**config.mk**
```make
export PLATFORM = sky130hd
export DESIGN_NAME = three_class_priority_queue_top
export DESIGN_NICKNAME = d
export VERILOG_FILES = /design/src/rtl/tcpq_pkg.sv /design/src/rtl/tcpq_ctrl.sv /design/src/rtl/tcpq_dp.sv /design/src/rtl/three_class_priority_queue_top.sv
export SDC_FILE = /design/constraint.sdc
export NUM_CORES = 2
export LEC_CHECK = 0
export BUFFER_PORTS_ARGS = -buffer_cell sky130_fd_sc_hd__buf_4
export CAP_MARGIN = 20
export CORE_MARGIN = 3
export CORE_UTILIZATION = 45
export DETAILED_ROUTE_END_ITERATION = 16
export GPL_ROUTABILITY_DRIVEN = 0
export MAX_ROUTING_LAYER = met4
export SLEW_MARGIN = 40
export SYNTH_ARGS = -nofsm -noshare
export SYNTH_HDL_FRONTEND = slang
export SYNTH_SLANG_ARGS = --single-unit
```
**constraint.sdc**
```tcl
create_clock -name i_clk -period 17.3 [get_ports i_clk]
set_input_delay 1.73 -clock i_clk [delete_from_list [all_inputs] [get_ports i_clk]]
set_output_delay 1.73 -clock i_clk [all_outputs]
set_load 0.05 [all_outputs]
```
**src/rtl/tcpq_pkg.sv**
```systemverilog
// ----------------------------------------------------------------------------
// tcpq_pkg
// Shared constants, codes and types of the three-class priority queue.
// ----------------------------------------------------------------------------
package tcpq_pkg;

    localparam int DEPTH      = 16;
    localparam int NUM_CLASS  = 3;

    localparam int PTR_W      = $clog2(DEPTH);
    localparam int CNT_W      = $clog2(DEPTH + 1);
    localparam int TOT_W      = $clog2(NUM_CLASS * DEPTH + 1);
    localparam int ADDR_W     = $clog2(NUM_CLASS * DEPTH);

    localparam int DATE_W     = 27;
    localparam int TAG_W      = 32;
    localparam int YEARS_W    = 8;
    localparam int CLASS_W    = 2;
    localparam int OCC_W      = 6;
    localparam int CFG_IDX_W  = 2;
    localparam int CFG_DATA_W = 27;
    localparam int THR_W      = 22;
    localparam int DIFF_W     = DATE_W + 1;

    localparam int YEAR_SCALE = 10000;

    localparam logic [DATE_W-1:0]  CUR_DATE_RST = DATE_W'(20241018);
    localparam logic [YEARS_W-1:0] ELDER_RST    = YEARS_W'(80);
    localparam logic [YEARS_W-1:0] CHILD_RST    = YEARS_W'(10);

    localparam logic FUNC_ENQ = 1'b0;
    localparam logic FUNC_DEQ = 1'b1;

    localparam logic [CLASS_W-1:0] CLS_ELDER = 2'd0;
    localparam logic [CLASS_W-1:0] CLS_CHILD = 2'd1;
    localparam logic [CLASS_W-1:0] CLS_ADULT = 2'd2;

    localparam logic [CFG_IDX_W-1:0] CFG_CURRENT_DATE = 2'd0;
    localparam logic [CFG_IDX_W-1:0] CFG_ELDER_YEARS  = 2'd1;
    localparam logic [CFG_IDX_W-1:0] CFG_CHILD_YEARS  = 2'd2;

    typedef struct packed {
        logic              func;
        logic [DATE_W-1:0] birth_date;
        logic [TAG_W-1:0]  tag;
    } t_in_item;

    typedef struct packed {
        logic               has_item;
        logic [DATE_W-1:0]  item_date;
        logic [TAG_W-1:0]   item_tag;
        logic [CLASS_W-1:0] item_class;
        logic               rejected;
        logic [OCC_W-1:0]   occupancy;
    } t_out_item;

    typedef struct packed {
        logic [DATE_W-1:0] date;
        logic [TAG_W-1:0]  tag;
    } t_entry;

    typedef struct packed {
        logic load;
        logic exec;
        logic capture;
    } t_cmd;

    typedef struct packed {
        logic need_read;
    } t_status;

    typedef enum logic [1:0] {
        ST_IDLE,
        ST_EXEC,
        ST_READ,
        ST_DONE
    } t_state;

endpackage

```
**src/rtl/tcpq_ctrl.sv**
```systemverilog
// ----------------------------------------------------------------------------
// tcpq_ctrl
// Sequencer walking one operation through load, execute, optional read, result.
// ----------------------------------------------------------------------------
module tcpq_ctrl (
    input  logic              i_clk,
    input  logic              i_rst_n,
    input  logic              i_in_valid,
    output logic              o_in_ready,
    output logic              o_out_valid,
    input  logic              i_out_ready,
    input  tcpq_pkg::t_status i_status,
    output tcpq_pkg::t_cmd    o_cmd
);
    import tcpq_pkg::*;

    t_state r_state;
    t_state n_state;

    always_ff @(posedge i_clk) begin
        if (!i_rst_n) begin
            r_state <= ST_IDLE;
        end else begin
            r_state <= n_state;
        end
    end

    always_comb begin
        n_state     = r_state;
        o_in_ready  = 1'b0;
        o_out_valid = 1'b0;
        o_cmd       = '0;
        unique case (r_state)
            ST_IDLE: begin
                o_in_ready = 1'b1;
                if (i_in_valid) begin
                    o_cmd.load = 1'b1;
                    n_state    = ST_EXEC;
                end
            end
            ST_EXEC: begin
                o_cmd.exec = 1'b1;
                n_state    = i_status.need_read ? ST_READ : ST_DONE;
            end
            ST_READ: begin
                o_cmd.capture = 1'b1;
                n_state       = ST_DONE;
            end
            ST_DONE: begin
                o_out_valid = 1'b1;
                if (i_out_ready) begin
                    n_state = ST_IDLE;
                end
            end
            default: begin
                n_state = ST_IDLE;
            end
        endcase
    end

endmodule

```
**src/rtl/tcpq_dp.sv**
```systemverilog
// ----------------------------------------------------------------------------
// tcpq_dp
// Datapath: configuration, age classing, class stores and result register.
// ----------------------------------------------------------------------------
module tcpq_dp (
    input  logic                            i_clk,
    input  logic                            i_rst_n,
    input  tcpq_pkg::t_cmd                  i_cmd,
    output tcpq_pkg::t_status               o_status,
    input  tcpq_pkg::t_in_item              i_in_data,
    input  logic                            i_cfg_we,
    input  logic [tcpq_pkg::CFG_IDX_W-1:0]  i_cfg_idx,
    input  logic [tcpq_pkg::CFG_DATA_W-1:0] i_cfg_data,
    output tcpq_pkg::t_out_item             o_out_data
);
    import tcpq_pkg::*;

    localparam logic [THR_W-1:0] ELDER_THR_RST =
        THR_W'((int'(ELDER_RST) + 1) * YEAR_SCALE);
    localparam logic [THR_W-1:0] CHILD_THR_RST = THR_W'(int'(CHILD_RST) * YEAR_SCALE);
    localparam logic signed [DIFF_W-1:0] NEG_YEAR = DIFF_W'(-YEAR_SCALE);

    logic [DATE_W-1:0] r_cur_date;
    logic [THR_W-1:0]  r_elder_thr;
    logic [THR_W-1:0]  r_child_thr;
    logic              r_child_zero;

    logic                     r_func;
    logic [DATE_W-1:0]        r_date;
    logic [TAG_W-1:0]         r_tag;
    logic signed [DIFF_W-1:0] r_diff;

    logic [PTR_W-1:0] r_rptr  [NUM_CLASS];
    logic [PTR_W-1:0] r_wptr  [NUM_CLASS];
    logic [CNT_W-1:0] r_count [NUM_CLASS];
    logic [TOT_W-1:0] r_total;

    t_entry    r_mem [NUM_CLASS*DEPTH];
    t_entry    r_rd_data;
    t_out_item r_res;

    logic               older;
    logic               younger;
    logic [CLASS_W-1:0] enq_cls;
    logic [CLASS_W-1:0] deq_cls;
    logic               deq_found;
    logic [CLASS_W-1:0] sel_cls;
    logic [CNT_W-1:0]   sel_count;
    logic [PTR_W-1:0]   sel_wptr;
    logic [PTR_W-1:0]   sel_rptr;
    logic [PTR_W-1:0]   n_wptr;
    logic [PTR_W-1:0]   n_rptr;
    logic               full;
    logic               do_write;
    logic               do_read;
    logic [ADDR_W-1:0]  wr_addr;
    logic [ADDR_W-1:0]  rd_addr;
    logic [TOT_W-1:0]   n_total;

    always_ff @(posedge i_clk) begin
        if (!i_rst_n) begin
            r_cur_date   <= CUR_DATE_RST;
            r_elder_thr  <= ELDER_THR_RST;
            r_child_thr  <= CHILD_THR_RST;
            r_child_zero <= 1'b0;
        end else if (i_cfg_we) begin
            unique case (i_cfg_idx)
                CFG_CURRENT_DATE: begin
                    r_cur_date <= i_cfg_data[DATE_W-1:0];
                end
                CFG_ELDER_YEARS: begin
                    r_elder_thr <= THR_W'(THR_W'(i_cfg_data[YEARS_W-1:0])
                                   * THR_W'(YEAR_SCALE) + THR_W'(YEAR_SCALE));
                end
                CFG_CHILD_YEARS: begin
                    r_child_thr  <= THR_W'(THR_W'(i_cfg_data[YEARS_W-1:0])
                                    * THR_W'(YEAR_SCALE));
                    r_child_zero <= (i_cfg_data[YEARS_W-1:0] == '0);
                end
                default: begin
                end
            endcase
        end
    end

    always_ff @(posedge i_clk) begin
        if (i_cmd.load) begin
            r_func <= i_in_data.func;
            r_date <= i_in_data.birth_date;
            r_tag  <= i_in_data.tag;
            r_diff <= $signed({1'b0, r_cur_date}) - $signed({1'b0, i_in_data.birth_date});
        end
    end

    // The age in whole years is compared through scaled thresholds.
    assign older   = r_diff >= $signed({{(DIFF_W-THR_W){1'b0}}, r_elder_thr});
    assign younger = r_child_zero ? (r_diff <= NEG_YEAR)
                                  : (r_diff < $signed({{(DIFF_W-THR_W){1'b0}}, r_child_thr}));
    assign enq_cls = older ? CLS_ELDER : (younger ? CLS_CHILD : CLS_ADULT);

    always_comb begin
        deq_found = 1'b1;
        if (r_count[0] != '0) begin
            deq_cls = CLS_ELDER;
        end else if (r_count[1] != '0) begin
            deq_cls = CLS_CHILD;
        end else if (r_count[2] != '0) begin
            deq_cls = CLS_ADULT;
        end else begin
            deq_cls   = CLS_ELDER;
            deq_found = 1'b0;
        end
    end

    assign sel_cls   = (r_func == FUNC_ENQ) ? enq_cls : deq_cls;
    assign sel_count = r_count[sel_cls];
    assign sel_wptr  = r_wptr[sel_cls];
    assign sel_rptr  = r_rptr[sel_cls];
    assign n_wptr    = (sel_wptr == PTR_W'(DEPTH - 1)) ? '0 : sel_wptr + 1'b1;
    assign n_rptr    = (sel_rptr == PTR_W'(DEPTH - 1)) ? '0 : sel_rptr + 1'b1;
    assign full      = (sel_count == CNT_W'(DEPTH));
    assign do_write  = (r_func == FUNC_ENQ) && !full;
    assign do_read   = (r_func == FUNC_DEQ) && deq_found;
    assign wr_addr   = ADDR_W'(sel_cls) * ADDR_W'(DEPTH) + ADDR_W'(sel_wptr);
    assign rd_addr   = ADDR_W'(sel_cls) * ADDR_W'(DEPTH) + ADDR_W'(sel_rptr);

    always_comb begin
        n_total = r_total;
        if (do_write) begin
            n_total = r_total + 1'b1;
        end else if (do_read) begin
            n_total = r_total - 1'b1;
        end
    end

    assign o_status.need_read = do_read;

    always_ff @(posedge i_clk) begin
        if (!i_rst_n) begin
            r_total <= '0;
            for (int k = 0; k < NUM_CLASS; k++) begin
                r_rptr[k]  <= '0;
                r_wptr[k]  <= '0;
                r_count[k] <= '0;
            end
        end else if (i_cmd.exec) begin
            r_total <= n_total;
            if (do_write) begin
                r_wptr[sel_cls]  <= n_wptr;
                r_count[sel_cls] <= sel_count + 1'b1;
            end else if (do_read) begin
                r_rptr[sel_cls]  <= n_rptr;
                r_count[sel_cls] <= sel_count - 1'b1;
            end
        end
    end

    always_ff @(posedge i_clk) begin
        if (i_cmd.exec && do_write) begin
            r_mem[wr_addr] <= '{date: r_date, tag: r_tag};
        end
        if (i_cmd.exec && do_read) begin
            r_rd_data <= r_mem[rd_addr];
        end
    end

    always_ff @(posedge i_clk) begin
        if (i_cmd.exec) begin
            r_res.has_item   <= do_read;
            r_res.item_date  <= '0;
            r_res.item_tag   <= '0;
            r_res.item_class <= sel_cls;
            r_res.rejected   <= !(do_write || do_read);
            r_res.occupancy  <= OCC_W'(n_total);
        end else if (i_cmd.capture) begin
            r_res.item_date <= r_rd_data.date;
            r_res.item_tag  <= r_rd_data.tag;
        end
    end

    assign o_out_data = r_res;

    a_total_matches_counts: assert property (@(posedge i_clk) disable iff (!i_rst_n)
        r_total == TOT_W'(r_count[0]) + TOT_W'(r_count[1]) + TOT_W'(r_count[2]))
        else $error("total held differs from the sum of the class counts");

    a_counts_bounded: assert property (@(posedge i_clk) disable iff (!i_rst_n)
        (r_count[0] <= CNT_W'(DEPTH)) && (r_count[1] <= CNT_W'(DEPTH))
        && (r_count[2] <= CNT_W'(DEPTH)))
        else $error("class count exceeds the store depth");

    a_read_pops_one: assert property (@(posedge i_clk) disable iff (!i_rst_n)
        (i_cmd.exec && o_status.need_read) |=> (r_total == $past(r_total) - 1'b1))
        else $error("a dequeue did not remove exactly one word");

    a_write_adds_one: assert property (@(posedge i_clk) disable iff (!i_rst_n)
        (i_cmd.exec && do_write) |=> (r_total == $past(r_total) + 1'b1))
        else $error("an enqueue did not add exactly one word");

    a_result_consistent: assert property (@(posedge i_clk) disable iff (!i_rst_n)
        $past(i_cmd.exec) |-> !(r_res.has_item && r_res.rejected))
        else $error("result both carries a word and is rejected");

endmodule

```
**src/rtl/three_class_priority_queue_top.sv**
```systemverilog
// ----------------------------------------------------------------------------
// three_class_priority_queue_top
// Three-class strict-priority queue with age classing by configured date.
// ----------------------------------------------------------------------------
// Sequence: an accepted word passes through an execute state and, for a dequeue
// that returns an item, a read state (registered read of the class store) before
// its result is valid. The sequencer holds a single operation from acceptance
// until its result is taken, so no new word is accepted before then.
// Reset: queue empty, counts and settings at defaults; store contents are
// undefined and are never read before being written, so no clearing pass runs.
module three_class_priority_queue_top (
    input  logic                            i_clk,
    input  logic                            i_rst_n,
    input  logic                            i_in_valid,
    output logic                            o_in_ready,
    input  tcpq_pkg::t_in_item              i_in_data,
    output logic                            o_out_valid,
    input  logic                            i_out_ready,
    output tcpq_pkg::t_out_item             o_out_data,
    input  logic                            i_cfg_we,
    input  logic [tcpq_pkg::CFG_IDX_W-1:0]  i_cfg_idx,
    input  logic [tcpq_pkg::CFG_DATA_W-1:0] i_cfg_data
);
    import tcpq_pkg::*;

    t_cmd    cmd;
    t_status status;

    tcpq_ctrl u_ctrl (
        .i_clk       (i_clk),
        .i_rst_n     (i_rst_n),
        .i_in_valid  (i_in_valid),
        .o_in_ready  (o_in_ready),
        .o_out_valid (o_out_valid),
        .i_out_ready (i_out_ready),
        .i_status    (status),
        .o_cmd       (cmd)
    );

    tcpq_dp u_dp (
        .i_clk      (i_clk),
        .i_rst_n    (i_rst_n),
        .i_cmd      (cmd),
        .o_status   (status),
        .i_in_data  (i_in_data),
        .i_cfg_we   (i_cfg_we),
        .i_cfg_idx  (i_cfg_idx),
        .i_cfg_data (i_cfg_data),
        .o_out_data (o_out_data)
    );

endmodule
```
==> results.yml <==
clock_network:
  cts_tree: "done"
  worst_skew_pair.late_latency_ps: 920
  cts_setup_buffers: 0
  clock_sinks: 3159
  h-tree-depth: 5
  cts_resized: 0
  clockBufferDepth: 4
  clk_pin_slew_ps: 60
  root_buffer: "clkbuf_16"
  ctsHoldBuffers: 0
  cts_made_buffers: 330
grt:
  grt_max_degree: 150
  grt_overflow: 0
  grt_first_pass_wirelength_um: 535600
  antenna_found_initial: 18
  grt_pass1_vias: 73924
  grt.total_usage_pct: 26.52
synthesis:
  async_flop_share_pct: 0
  synth_edf_count: 3028
  avgSynthCellArea_um2: 14.82
  yosys_warnings: 0
  ys.flop_type: "edfxtp_1"
  netlist_area_um2: 125300
  ys_seq_elements: 3159
  syn-instance-count: 8452
  syn_nets: 8675
  seq_area_frac_synth_pct: 74.69
  ys_types: 89
detailed_routing:
  drt_iter0_markers: 10188
  top_layer_used: "met4"
  first_pass_iters: 8
  vias: 76947
  wl_met2_um: 177700
  wire_per_inst_um: 29.72
  drt-vias-per-instance: 6.071
  wirelength_um: 376700
  wl_met1_um: 152800
  postRouteAntennaNets: 0
  drcViolationCount: 0
  met3_length_um: 33600
floorplanning:
  die_area_um2: 284700
  initial_core_util_pct: 45.26
  ios: 165
  coreArea_um2: 276700
  rows: 193
  fp.dieW_um: 533.6
  die_h_um: 533.6
place:
  dpl.hpwl_um: 208300
  io_buffer_count: 164
layout:
  area_growth_pct: 13.70
  drive_gt1_share_pct: 11.61
  ff_latch_area_um2: 93550
  num-nets-final: 8918
  multi_input_area_um2: 29630
  fillers: 22837
sta:
  final_max_slew_viol_count: 0
  setup_viol: 0
  clock_skew_ps: 51.38
  rsz0062_at_grt: "false"
  tightest_slew_ps: 1010
  fin_tns_setup_ps: 0
  relSlewSlack_pct: 32.66
  finalCritPeriodShare_pct: 41.40
  period_minus_slack_ps: 7162
  hold_viol: 0
  fmax_mhz: 139.6
power_and_ir_drop:
  p_per_area_nw_per_um2: 146.5
  ir_worst_vdd_v: 0.00009907
  p_leak_nw: 48.55
  power_w: 0.02086
setup_path:
  r2r-end: "u_dp.r_mem[12][19]"
  cp_top_family: "simple AND/OR/NAND/NOR gates"
  cp_num_cells: 16
  crit_required_ps: 17810
  crit_path_end_kind: "flop"
  start_kind: "flop"
  cp_common_cell: "buf_4"
  reg2reg_slack_ps: 10140
  arrival_ps: 7670
  setup.worst_path.class: "flop to flop"
  cp_max_fo: 30
  slowest_stage: "buf_4"
  critical_path_buf_inv_count: 3
  reg2reg_depth: 16
  slowest_delay_ps: 730
  path_cells: "ha_1 -> or4bb_1 -> nor4_2 -> o2111ai_1 -> nand2_2 -> nor3_2 -> a21oi_1 -> inv_2 -> a222oi_1 -> and4bb_4 -> a21oi_4 -> nand3_2 -> or2_1 -> nor2_4 -> buf_4 -> buf_4"
  r2r_start: "u_dp.r_diff[21]"
hold_path:
  hold_path_depth: 2
  hp-start: "u_dp.r_cur_date[0]"
  min_path_type: "flop to flop"
  hold_path_end: "u_dp.r_cur_date[0]"
outcome:
  status: "finished clean"
flow_run:
  drv_cap: 0
## through the flow
step | hold WS [ps] | setup WS [ps] | std cells | utilization, % | instance area (um2)
2_1_floorplan | 431.8 | 10850 | 8452 | - | 125300
3_3_place_gp | 444.5 | 9695 | 12045 | 47.42 | 131200
3_5_place_dp | 448.3 | 10150 | 12062 | 47.61 | 131800
4_1_cts | 455.4 | 10060 | 12662 | 51.41 | 142300
5_1_grt | 480.1 | 9786 | 12672 | 51.46 | 142400
6_report | 452.8 | 10140 | 12674 | 51.46 | 142400
## cell usage after synthesis, types with 52 or more instances
library cell	instances	area share (%)
buf_2	196	0.78
a211oi_1	144	0.86
dfxtp_1	131	2.1
a21oi_1	164	0.66
a2111oi_0	52	0.36
a31oi_1	186	0.93
inv_1	125	0.37
nand3_1	372	1.5
a311oi_1	108	0.76
mux2i_1	638	5.1
o22ai_1	177	0.88
ha_1	115	1.1
nor2_1	258	0.77
o21ai_0	103	0.41
and3_1	223	1.1
a221oi_1	85	0.59
edfxtp_1	3028	73
nand2_1	1503	4.5
clkbuf_1	239	0.72
## sequential cells by signal, summed over array words and instances (netlist names), 2 cells and up
| name | cells |
|---|---|
| u_dp.r_rptr | 12 |
| u_dp.r_rd_data | 59 |
| u_dp.r_child_thr | 18 |
| u_dp.r_date | 27 |
| u_dp.r_count | 15 |
| u_dp.r_tag | 32 |
| u_dp.r_diff | 28 |
| u_dp.o_out_data | 69 |
| u_dp.r_cur_date | 27 |
| u_ctrl.r_state | 2 |
| u_dp.r_total | 6 |
| u_dp.r_elder_thr | 18 |
| u_dp.r_wptr | 12 |
| u_dp.r_mem | 2832 |
## tightest hold or removal path: cells and delay by family (launching register included)
kind	cells	cell delay (ps)
AOI/OAI and AO/OA	1	50
and+or+nand+nor	1	50
DFF	1	300
## layout make-up
| cell class | count | area share (%) |
|---|---|---|
| Sequential cell | 3159 | 65.69 |
| Antenna cell | 6 | 0.01054 |
| Timing Repair Buffer | 417 | 2.506 |
| Clock buffer | 425 | 6.134 |
| Clock inverter | 175 | 1.248 |
| Inverter | 130 | 0.3532 |
| Multi-Input combinational cell | 4657 | 20.81 |
| Tap cell | 3705 | 3.255 |
## cells in the final DEF, fill, tap and decap left out, types with 13 or more instances in the layout
master     Yosys  final
nand4_1       49     49
clkbuf_1     239     84
o22ai_1      177    177
o221a_2       22     22
bufinv_16      0     19
o22a_1        26     26
a31oi_1      186    185
nor2_1       258    203
buf_6          3     35
clkbuf_16      0    331
a21oi_1      164    163
clkinv_1       1     70
clkinv_2       0     47
nor3_1        27     27
a221oi_1      85     85
dfxtp_1      131    131
a22oi_1       30     29
a211o_1       27     27
inv_1        125    125
a211oi_1     144    144
o21ai_0      103    103
buf_4         29    360
and3_1       223    223
a32oi_1       28     28
mux2_2        27     27
nor2_4         1     59
a2111oi_0     52     45
fa_1          14     14
ha_1         115    113
nand3_1      372    367
nor4_1        36     34
xnor2_1       39     39
o211ai_1      23     23
clkinv_16      0     13
a311oi_1     108    108
nand2_1     1503   1495
edfxtp_1    3028   3028
mux2i_1      638    638
## routing by layer
layer	GRT usage, %	vias to the layer above
li1	-	32926
met2	41.59	4087
met5	-	-
met1	36.18	39222
met4	7.933	0
met3	3.766	712
## logic make-up (layout without fill, tap and decap cells)
| group | count (synthesis) | in the layout | share of synthesized area, % |
|---|---|---|---|
| mux | 665 | 665 | 5.341 |
| compound gates | 1251 | 1251 | 7.077 |
| xor+xnor | 51 | 51 | 0.3566 |
| simple gates | 2561 | 2561 | 8.961 |
| flops | 3159 | 3159 | 74.69 |
| fa+ha+maj | 129 | 129 | 1.372 |
| buf+inv | 636 | 1147 | 2.207 |
| other cells | 0 | 6 | 0 |
## worst max path at each step
stage                          startpoint                  to  slack (ps)
after global placement    u_dp.r_diff[21]  u_dp.r_rd_data[21]        9700
final                     u_dp.r_diff[21]  u_dp.r_mem[12][19]       10140
after detailed placement  u_dp.r_diff[21]  u_dp.r_rd_data[14]       10150
after floorplan           u_dp.r_diff[21]   u_dp.r_mem[28][0]       10850
after CTS                 u_dp.r_diff[21]  u_dp.r_rd_data[14]       10060
after global routing      u_dp.r_diff[21]  u_dp.r_rd_data[13]        9790
## power breakdown
group / total [W] / switching, W / internal (W) / leakage (nW)
clock: 0.00692 / 0.00302 / 0.00389 / 5.09
combinational: 0.00474 / 0.00341 / 0.00133 / 15.1
sequential: 0.00921 / 0.000148 / 0.00906 / 28.4
total: 0.0209 / 0.00659 / 0.0143 / 48.6
(Power assumes the default switching activity.)
